===== config.mk =====
export PLATFORM = sky130hd
export DESIGN_NAME = i2c_slave_register_port_core
export DESIGN_NICKNAME = d
export VERILOG_FILES = /design/src/i2csrp_pkg.sv /design/src/i2csrp_top.sv /design/src/i2csrp_ram.sv /design/src/i2csrp_store.sv /design/src/i2csrp_ctrl.sv
export SDC_FILE = /design/constraint.sdc
export NUM_CORES = 2
export LEC_CHECK = 0
export ABC_AREA = 1
export BUFFER_PORTS_ARGS = -buffer_cell sky130_fd_sc_hd__buf_4
export CORE_MARGIN = 5
export CORE_UTILIZATION = 45
export DETAILED_ROUTE_END_ITERATION = 12
export GPL_ROUTABILITY_DRIVEN = 0
export RECOVER_POWER = 50
export SLEW_MARGIN = 20
export SYNTH_ARGS = -nofsm -noshare
export SYNTH_HDL_FRONTEND = slang
export SYNTH_HIERARCHICAL = 1
export SYNTH_SLANG_ARGS = --single-unit

===== constraint.sdc =====
create_clock -name clk -period 6.89 [get_ports clk]
set_input_delay 0.689 -clock clk [delete_from_list [all_inputs] [get_ports clk]]
set_output_delay 0.689 -clock clk [all_outputs]
set_load 0.005 [all_outputs]

===== src/i2csrp_pkg.sv =====
`default_nettype none
// ----------------------------------------------------------------------------
// i2csrp_pkg - shared types and codes for the i2c slave register port
// event and result word layouts, action, phase, kind and register codes
// ----------------------------------------------------------------------------
package i2csrp_pkg;

    // bus event kinds
    localparam logic [1:0] KIND_START = 2'd0;
    localparam logic [1:0] KIND_STOP  = 2'd1;
    localparam logic [1:0] KIND_SHIFT = 2'd2;

    // bus actions
    localparam logic [2:0] ACT_NONE  = 3'd0;
    localparam logic [2:0] ACT_IDLE  = 3'd1;
    localparam logic [2:0] ACT_RECV  = 3'd2;
    localparam logic [2:0] ACT_ACK   = 3'd3;
    localparam logic [2:0] ACT_NACK  = 3'd4;
    localparam logic [2:0] ACT_SEND  = 3'd5;
    localparam logic [2:0] ACT_RDACK = 3'd6;

    // protocol phases
    localparam logic [3:0] PH_IDLE     = 4'd0;
    localparam logic [3:0] PH_START    = 4'd1;
    localparam logic [3:0] PH_RSTART   = 4'd2;
    localparam logic [3:0] PH_W_ADDR   = 4'd3;
    localparam logic [3:0] PH_W_ACKED  = 4'd4;
    localparam logic [3:0] PH_W_TOACK  = 4'd5;
    localparam logic [3:0] PH_W_NACKED = 4'd6;
    localparam logic [3:0] PH_R_ADDR   = 4'd7;
    localparam logic [3:0] PH_R_SENT   = 4'd8;
    localparam logic [3:0] PH_R_CHECK  = 4'd9;

    // configuration registers
    localparam int CFG_IDX_W = 1;
    localparam logic [CFG_IDX_W-1:0] CFG_OWN_ADDRESS = 1'd0;
    localparam logic [CFG_IDX_W-1:0] CFG_LAST_INDEX  = 1'd1;

    // read/write direction bit of the address byte
    localparam logic [7:0] RW_READ_MASK = 8'h01;

    typedef struct packed {
        logic [1:0] kind;
        logic [7:0] line_byte;
    } evt_word_t;

    typedef struct packed {
        logic [2:0] action;
        logic [7:0] tx_byte;
        logic [3:0] phase;
    } rsp_word_t;

    // access from the protocol engine to the register store
    typedef struct packed {
        logic       rd_en;
        logic       wr_en;
        logic [7:0] addr;
        logic [7:0] wdata;
    } store_req_t;

endpackage
`default_nettype wire


===== src/i2csrp_top.sv =====
`default_nettype none
// ----------------------------------------------------------------------------
// i2c_slave_register_port_core - byte-level i2c slave with register pointer
// top level: config registers, result register and handshakes
// ----------------------------------------------------------------------------
// One event word (start, stop, shift complete) is accepted per clock cycle and
// its result word appears in the result register on the next cycle, so the
// sustained rate is one word per cycle unless the result side stalls. The event
// side is ready whenever the result register is empty or being taken in the
// same cycle. The protocol engine updates phase, pointer and stop tracking in
// a single step; the register store is a ram whose registered read port
// delivers the byte to send together with the result. Every store entry has a
// written flag cleared at reset, so the store reads as zero straight after
// reset with no clearing pass. Configuration writes are taken at any edge
// with cfg_we high but should only be issued while the block is idle.
// ----------------------------------------------------------------------------
module i2c_slave_register_port_core #(
    parameter int BUF_DEPTH = 256
) (
    input  wire logic                                clk,
    input  wire logic                                rst_n,
    input  wire logic                                evt_valid,
    output logic                                     evt_ready,
    input  wire i2csrp_pkg::evt_word_t               evt_word,
    output logic                                     rsp_valid,
    input  wire logic                                rsp_ready,
    output i2csrp_pkg::rsp_word_t                    rsp_word,
    input  wire logic                                cfg_we,
    input  wire logic [i2csrp_pkg::CFG_IDX_W-1:0]    cfg_index,
    input  wire logic [7:0]                          cfg_data
);
    import i2csrp_pkg::*;

    logic [6:0]  own_address_reg;
    logic [7:0]  last_index_reg;
    logic        rsp_valid_reg;
    logic [2:0]  rsp_action_reg;
    logic [3:0]  rsp_phase_reg;
    logic        step;
    logic [2:0]  action;
    logic [3:0]  phase;
    store_req_t  req;
    logic [7:0]  rd_byte;

    // a word goes in when the result slot is free or draining
    assign evt_ready = !rsp_valid_reg || rsp_ready;
    assign step      = evt_valid && evt_ready;

    // configuration registers
    always_ff @(posedge clk or negedge rst_n)
    begin
        if (!rst_n)
        begin
            own_address_reg <= 7'd0;
            last_index_reg  <= 8'd255;
        end
        else if (cfg_we)
        begin
            case (cfg_index)
                CFG_OWN_ADDRESS: own_address_reg <= cfg_data[6:0];
                CFG_LAST_INDEX:  last_index_reg  <= cfg_data;
                default:
                begin
                end
            endcase
        end
    end

    i2csrp_ctrl u_ctrl (
        .clk        (clk),
        .rst_n      (rst_n),
        .step       (step),
        .evt        (evt_word),
        .own_address(own_address_reg),
        .last_index (last_index_reg),
        .action     (action),
        .phase      (phase),
        .req        (req)
    );

    i2csrp_store #(
        .BUF_DEPTH(BUF_DEPTH)
    ) u_store (
        .clk    (clk),
        .rst_n  (rst_n),
        .req    (req),
        .rd_byte(rd_byte)
    );

    // result valid flag
    always_ff @(posedge clk or negedge rst_n)
    begin
        if (!rst_n)
        begin
            rsp_valid_reg <= 1'b0;
        end
        else if (evt_ready)
        begin
            rsp_valid_reg <= evt_valid;
        end
    end

    // result payload, loaded with the accepted word
    always_ff @(posedge clk)
    begin
        if (step)
        begin
            rsp_action_reg <= action;
            rsp_phase_reg  <= phase;
        end
    end

    // the store read data only counts for a send data result
    assign rsp_valid        = rsp_valid_reg;
    assign rsp_word.action  = rsp_action_reg;
    assign rsp_word.phase   = rsp_phase_reg;
    assign rsp_word.tx_byte = (rsp_action_reg == ACT_SEND) ? rd_byte : 8'h00;

    // an accepted word always leaves a result behind
    a_step_gives_result: assert property (@(posedge clk) disable iff (!rst_n)
        step |=> rsp_valid)
        else $error("accepted word produced no result");

    // a start always asks for the address byte
    a_start_receives: assert property (@(posedge clk) disable iff (!rst_n)
        step && evt_word.kind == KIND_START |=> rsp_word.action == ACT_RECV &&
        (rsp_word.phase == PH_START || rsp_word.phase == PH_RSTART))
        else $error("start event did not move to a start phase");

    // a stop leaves the phase where it was
    a_stop_keeps_phase: assert property (@(posedge clk) disable iff (!rst_n)
        step && evt_word.kind == KIND_STOP && rsp_valid
        |=> rsp_word.phase == $past(rsp_word.phase) && rsp_word.action == ACT_NONE)
        else $error("stop event changed the phase");

    // phases stay within the dense numbering
    a_phase_range: assert property (@(posedge clk) disable iff (!rst_n)
        rsp_valid |-> rsp_word.phase <= PH_R_CHECK)
        else $error("result phase out of range");

endmodule
`default_nettype wire


===== src/i2csrp_ram.sv =====
`default_nettype none
// ----------------------------------------------------------------------------
// i2csrp_ram - generic single write port ram
// one write port, one read port with registered read data
// ----------------------------------------------------------------------------
module i2csrp_ram #(
    parameter int WIDTH  = 8,
    parameter int DEPTH  = 256,
    parameter int ADDR_W = $clog2(DEPTH)
) (
    input  wire logic              clk,
    input  wire logic              we,
    input  wire logic [ADDR_W-1:0] waddr,
    input  wire logic [WIDTH-1:0]  wdata,
    input  wire logic              re,
    input  wire logic [ADDR_W-1:0] raddr,
    output logic      [WIDTH-1:0]  rdata
);

    logic [WIDTH-1:0] mem [DEPTH];
    logic [WIDTH-1:0] rdata_reg;

    always_ff @(posedge clk)
    begin
        if (we)
        begin
            mem[waddr] <= wdata;
        end
        if (re)
        begin
            rdata_reg <= mem[raddr];
        end
    end

    assign rdata = rdata_reg;

endmodule
`default_nettype wire


===== src/i2csrp_store.sv =====
`default_nettype none
// ----------------------------------------------------------------------------
// i2csrp_store - register store with per-entry valid bits
// ram plus written flags so that unwritten entries read as zero after reset
// ----------------------------------------------------------------------------
module i2csrp_store #(
    parameter int BUF_DEPTH = 256
) (
    input  wire logic                   clk,
    input  wire logic                   rst_n,
    input  wire i2csrp_pkg::store_req_t req,
    output logic [7:0]                  rd_byte
);
    import i2csrp_pkg::*;

    localparam int AW = $clog2(BUF_DEPTH);

    logic [BUF_DEPTH-1:0] valid_reg;
    logic [BUF_DEPTH-1:0] valid_next;
    logic                 hit_reg;
    logic                 hit_next;
    logic                 in_range;
    logic [AW-1:0]        idx;
    logic [7:0]           ram_q;

    assign in_range = (32'(req.addr) < BUF_DEPTH);
    assign idx      = req.addr[AW-1:0];

    always_comb
    begin
        valid_next = valid_reg;
        if (req.wr_en && in_range)
        begin
            valid_next[idx] = 1'b1;
        end
        hit_next = hit_reg;
        // out of range reads give zero
        if (req.rd_en)
        begin
            hit_next = in_range && valid_reg[idx];
        end
    end

    always_ff @(posedge clk or negedge rst_n)
    begin
        if (!rst_n)
        begin
            valid_reg <= '0;
            hit_reg   <= 1'b0;
        end
        else
        begin
            valid_reg <= valid_next;
            hit_reg   <= hit_next;
        end
    end

    i2csrp_ram #(
        .WIDTH (8),
        .DEPTH (BUF_DEPTH),
        .ADDR_W(AW)
    ) u_ram (
        .clk  (clk),
        .we   (req.wr_en && in_range),
        .waddr(idx),
        .wdata(req.wdata),
        .re   (req.rd_en),
        .raddr(idx),
        .rdata(ram_q)
    );

    assign rd_byte = hit_reg ? ram_q : 8'h00;

endmodule
`default_nettype wire


===== src/i2csrp_ctrl.sv =====
`default_nettype none
// ----------------------------------------------------------------------------
// i2csrp_ctrl - i2c slave protocol engine
// phase, pointer and stop tracking; one event per step
// ----------------------------------------------------------------------------
module i2csrp_ctrl (
    input  wire logic                   clk,
    input  wire logic                   rst_n,
    input  wire logic                   step,
    input  wire i2csrp_pkg::evt_word_t  evt,
    input  wire logic [6:0]             own_address,
    input  wire logic [7:0]             last_index,
    output logic [2:0]                  action,
    output logic [3:0]                  phase,
    output i2csrp_pkg::store_req_t      req
);
    import i2csrp_pkg::*;

    logic [3:0] phase_reg;
    logic [3:0] phase_next;
    logic [7:0] pointer_reg;
    logic [7:0] pointer_next;
    logic       pending_reg;
    logic       pending_next;
    logic       stop_seen_reg;
    logic       stop_seen_next;
    logic [7:0] b;

    assign b = evt.line_byte;

    always_comb
    begin
        phase_next     = phase_reg;
        pointer_next   = pointer_reg;
        pending_next   = pending_reg;
        stop_seen_next = stop_seen_reg;
        action         = ACT_NONE;
        req.rd_en      = 1'b0;
        req.wr_en      = 1'b0;
        req.addr       = pointer_reg;
        req.wdata      = b;
        case (evt.kind)
            KIND_START:
            begin
                phase_next     = stop_seen_reg ? PH_START : PH_RSTART;
                stop_seen_next = 1'b0;
                action         = ACT_RECV;
            end
            KIND_STOP:
            begin
                stop_seen_next = 1'b1;
            end
            KIND_SHIFT:
            begin
                case (phase_reg)
                    PH_START, PH_RSTART:
                    begin
                        // fresh start resets the pointer, repeated start keeps it
                        if (phase_reg == PH_START)
                        begin
                            pointer_next = 8'h00;
                        end
                        if (b[7:1] == own_address)
                        begin
                            phase_next = ((b & RW_READ_MASK) != 8'h00) ? PH_R_ADDR
                                                                      : PH_W_ADDR;
                            action     = ACT_ACK;
                        end
                        else
                        begin
                            phase_next     = PH_IDLE;
                            stop_seen_next = 1'b0;
                            action         = ACT_IDLE;
                        end
                    end
                    PH_W_ADDR, PH_W_ACKED:
                    begin
                        if (phase_reg == PH_W_ADDR)
                        begin
                            pending_next = 1'b1;
                        end
                        phase_next = PH_W_TOACK;
                        action     = ACT_RECV;
                    end
                    PH_W_TOACK:
                    begin
                        if (pending_reg)
                        begin
                            pointer_next = b;
                            pending_next = 1'b0;
                            phase_next   = PH_W_ACKED;
                            action       = ACT_ACK;
                        end
                        else
                        begin
                            req.wr_en    = step;
                            pointer_next = pointer_reg + 8'd1;
                            if (pointer_reg < last_index)
                            begin
                                phase_next = PH_W_ACKED;
                                action     = ACT_ACK;
                            end
                            else
                            begin
                                phase_next = PH_W_NACKED;
                                action     = ACT_NACK;
                            end
                        end
                    end
                    PH_W_NACKED:
                    begin
                        phase_next     = PH_IDLE;
                        stop_seen_next = 1'b0;
                        action         = ACT_IDLE;
                    end
                    PH_R_ADDR, PH_R_CHECK:
                    begin
                        // master nack or pointer past the end closes the read
                        if (phase_reg == PH_R_CHECK &&
                            (b != 8'h00 || pointer_reg > last_index))
                        begin
                            phase_next     = PH_IDLE;
                            stop_seen_next = 1'b0;
                            action         = ACT_IDLE;
                        end
                        else
                        begin
                            req.rd_en    = step;
                            pointer_next = pointer_reg + 8'd1;
                            phase_next   = PH_R_SENT;
                            action       = ACT_SEND;
                        end
                    end
                    PH_R_SENT:
                    begin
                        phase_next = PH_R_CHECK;
                        action     = ACT_RDACK;
                    end
                    default:
                    begin
                        phase_next = PH_IDLE;
                    end
                endcase
            end
            default:
            begin
            end
        endcase
    end

    assign phase = phase_next;

    always_ff @(posedge clk or negedge rst_n)
    begin
        if (!rst_n)
        begin
            phase_reg     <= PH_IDLE;
            pointer_reg   <= 8'h00;
            pending_reg   <= 1'b0;
            stop_seen_reg <= 1'b1;
        end
        else if (step)
        begin
            phase_reg     <= phase_next;
            pointer_reg   <= pointer_next;
            pending_reg   <= pending_next;
            stop_seen_reg <= stop_seen_next;
        end
    end

endmodule
`default_nettype wire


==> results.yml <==
timing:
  slew_viol_final: 1204
  tightest_slew_ns: 5.54
  setup_viol: 0
  fin_worst_skew_ns: 0.0548
  hold_violations: 0
  fin_crit_ns: 5.42
  rsz0062_at_grt: "false"
  relSlewSlack_pct: -270
  setup-tns-final_ns: 0
  clock.fmax_mhz: 185
  period_share_pct: 78.7
finish:
  nets: 8528
  drive_gt1_share_pct: 5.87
  synthToLayoutAreaGrowth_pct: 9.59
  fin_cells: 11600
  largest_reg_flops: 2048
power:
  pwr-share-clk_pct: 32.6
  ir_drop_mv: 0.328
  switching_share_pct: 34.6
  p_int_mw: 25.3
  power_mw: 38.7
  seqPwrFrac_pct: 40.9
  p_comb_share_pct: 26.4
  powerDensity_nw_per_um2: 361
  p_sw_mw: 13.4
  leakage_nw: 38.9
critical_path:
  arrival_ns: 5.86
  crit_path_start_kind: "input pin"
  crit_family: "buffers and inverters"
  path_buf_inv: 2
  critPathMaxFanout: 81
  cp_data_required_time_ns: 7.33
  critPathCaptureType: "flop"
  reg2reg_slack_ns: 2.38
  worstSetupPathType: "in2reg"
  crit_chain: "clkbuf_1 > clkbuf_2"
  slowest_delay_ns: 3.44
  slowest_stage: "clkbuf_1"
global_route:
  grt_pass1_vias: 62900
  grt_max_degree: 217
  grt_pass1_wl_mm: 402
  overflow: 0
  grt_use_total_pct: 23.2
  antenna_found_initial: 6
routing:
  vias: 65700
  finalWirelength_mm: 272
  drc: 0
  vias_per_cell: 5.68
  drtIter0Drc: 7005
  ant_nets: 0
  wire_per_inst_um: 23.5
  drt_first_pass_iters: 8
synthesis:
  ys_ff_latch: 2350
  synth-edff-count: 2063
  yosysWarnings: 6
  yosysTopAreaCell: "edfxtp_1"
  synth_cell_types: 46
  syn_nets: 8740
  synth_area_um2: 97900
  synth_area_leaders: "edfxtp_1, nand3_1, nand2_1"
  synth_top_area_share_pct: 63.3
  synth.most_common_cell: "nand2_1"
  synth_common_cells: "nand2_1, edfxtp_1, nand3_1, nor2_1, buf_2"
  syn_area_per_cell_um2: 11.2
  ys.flop_type: "edfxtp_1"
  ys_seq_area_share_pct: 70.7
  synth_cells: 8707
  postSynth.asyncResetShare_pct: 12.2
placement:
  dp_cells: 11100
  hpwl_mm: 152
  io_buffers: 40
die:
  dieArea_um2: 227000
  initial_core_util_pct: 45.2
  ios: 41
  fp.dieH_um: 476
  dieWidth_um: 476
  num_rows: 171
  core-area_um2: 217000
clocking:
  cts_resized: 0
  cts_setup_buffers: 0
  cts_tree: "done"
  clockBufferDepth: 3
  clk_latency_ns: 0.88
  numClockSinks: 2350
  htreeDepth: 4
  numCtsBuffers: 236
  cts-root-buf: "clkbuf_16"
  path_clk_slew_ns: 0.06
min_path:
  hold_class: "in2reg"
run_status:
  status: "complete, but fails checks"
  violations: "capacitance limit, slew limit"
job:
  cap_violations: 18
==> timing repair <==
action / 4_1_cts / 5_1_grt
hold buffers: 5 / 0
endpoints found under the hold margin: 106 / 0
endpoints found under the setup margin: 0 / 0
==> placed cells by master (no fill, tap or decap), types with 5 or more instances in the layout <==
cell	n
nand4_1	16
ha_1	9
o21ai_1	28
inv_4	6
clkbuf_1	82
dfstp_1	5
dfrtp_1	272
clkbuf_2	6
o21bai_1	185
buf_12	14
nor2_1	372
xor2_1	6
bufinv_16	18
o21ai_0	130
xnor2_1	5
edfxtp_1	2063
clkinv_1	47
nor2_2	5
dlygate4sd3_1	5
dfrtp_4	5
nand2_2	23
nand3_1	2062
buf_4	69
clkinv_8	5
clkbuf_8	15
a21oi_1	10
inv_2	8
clkbuf_4	13
inv_1	190
clkinv_2	37
clkinv_16	8
nand2_1	2688
o21ai_2	5
clkbuf_16	236
==> tightest hold or removal path, delay by kind of cell <==
kind          cells  cell delay, ns
buf+inv           1            0.12
simple gates      2            0.13
==> worst paths after layout <==
kind	startpoint	endpoint	cells after the start
worst max-delay path	evt_word[6]	u_store/u_ram/mem[41][6]	2
worst min-delay path	cfg_data[2]	last_index_reg[2]	3
worst max register to register	rsp_valid	u_store/u_ram/mem[145][1]	7
worst min register to register	u_store/valid_reg[38]	u_store/valid_reg[38]	2
max in group asynchronous	rst_n	u_store/valid_reg[118]	3
min in group asynchronous	rst_n	u_store/valid_reg[203]	2
==> power by group through the flow <==
stage	logic, mW	registers (mW)	clock network, mW
CTS	10.1	15.8	12.9
floorplan	7.30	15.9	0
finish	10.2	15.8	12.6
global route	11.1	15.9	13.5
detailed placement	10.1	16.1	0
global placement	10.0	16.1	0
==> cells by family (layout without fill, tap and decap cells) <==
family,count (synthesis),count (layout),synth area share [%]
AO/OA/AOI/OAI,370,370,2.42
XOR/XNOR,11,11,0.0984
adder cells (fa/ha/maj),9,9,0.115
buffers and inverters,782,776,3.94
flip-flops,2350,2350,70.7
other,0,3,0
AND/OR/NAND/NOR,5185,5185,22.8
==> metal layers <==
| metal | part of all wire (%) | global-route usage, % |
|---|---|---|
| met1 | 42 | 32.4 |
| met2 | 46 | 36.8 |
| met3 | 7.8 | 3.97 |
| met4 | 3.9 | 8.88 |
| met5 | 0.0074 | 0 |
==> stage by stage <==
stage	utilization [%]	cell area [um^2]	setup slack, ns	hold WS, ns
3_5_place_dp	46.0	99600	2.47	0.441
3_3_place_gp	45.9	99600	2.03	0.434
2_1_floorplan	-	97900	3.58	0.393
6_report	49.5	107000	1.47	0.0775
4_1_cts	49.5	107000	2.68	0.00771
5_1_grt	49.5	107000	1.27	0.0499
==> layout make-up <==
type | count | area, um^2
Clock inverter | 125 | 1320
Inverter | 207 | 828
Multi-Input combinational cell | 5575 | 24900
Clock buffer | 319 | 6370
Fill cell | 19200 | 109000
Timing Repair Buffer | 125 | 1100
Antenna cell | 3 | 7.51
Sequential cell | 2350 | 69200
Tap cell | 2854 | 3570
No activity file was read; power rests on OpenSTA's default activity.
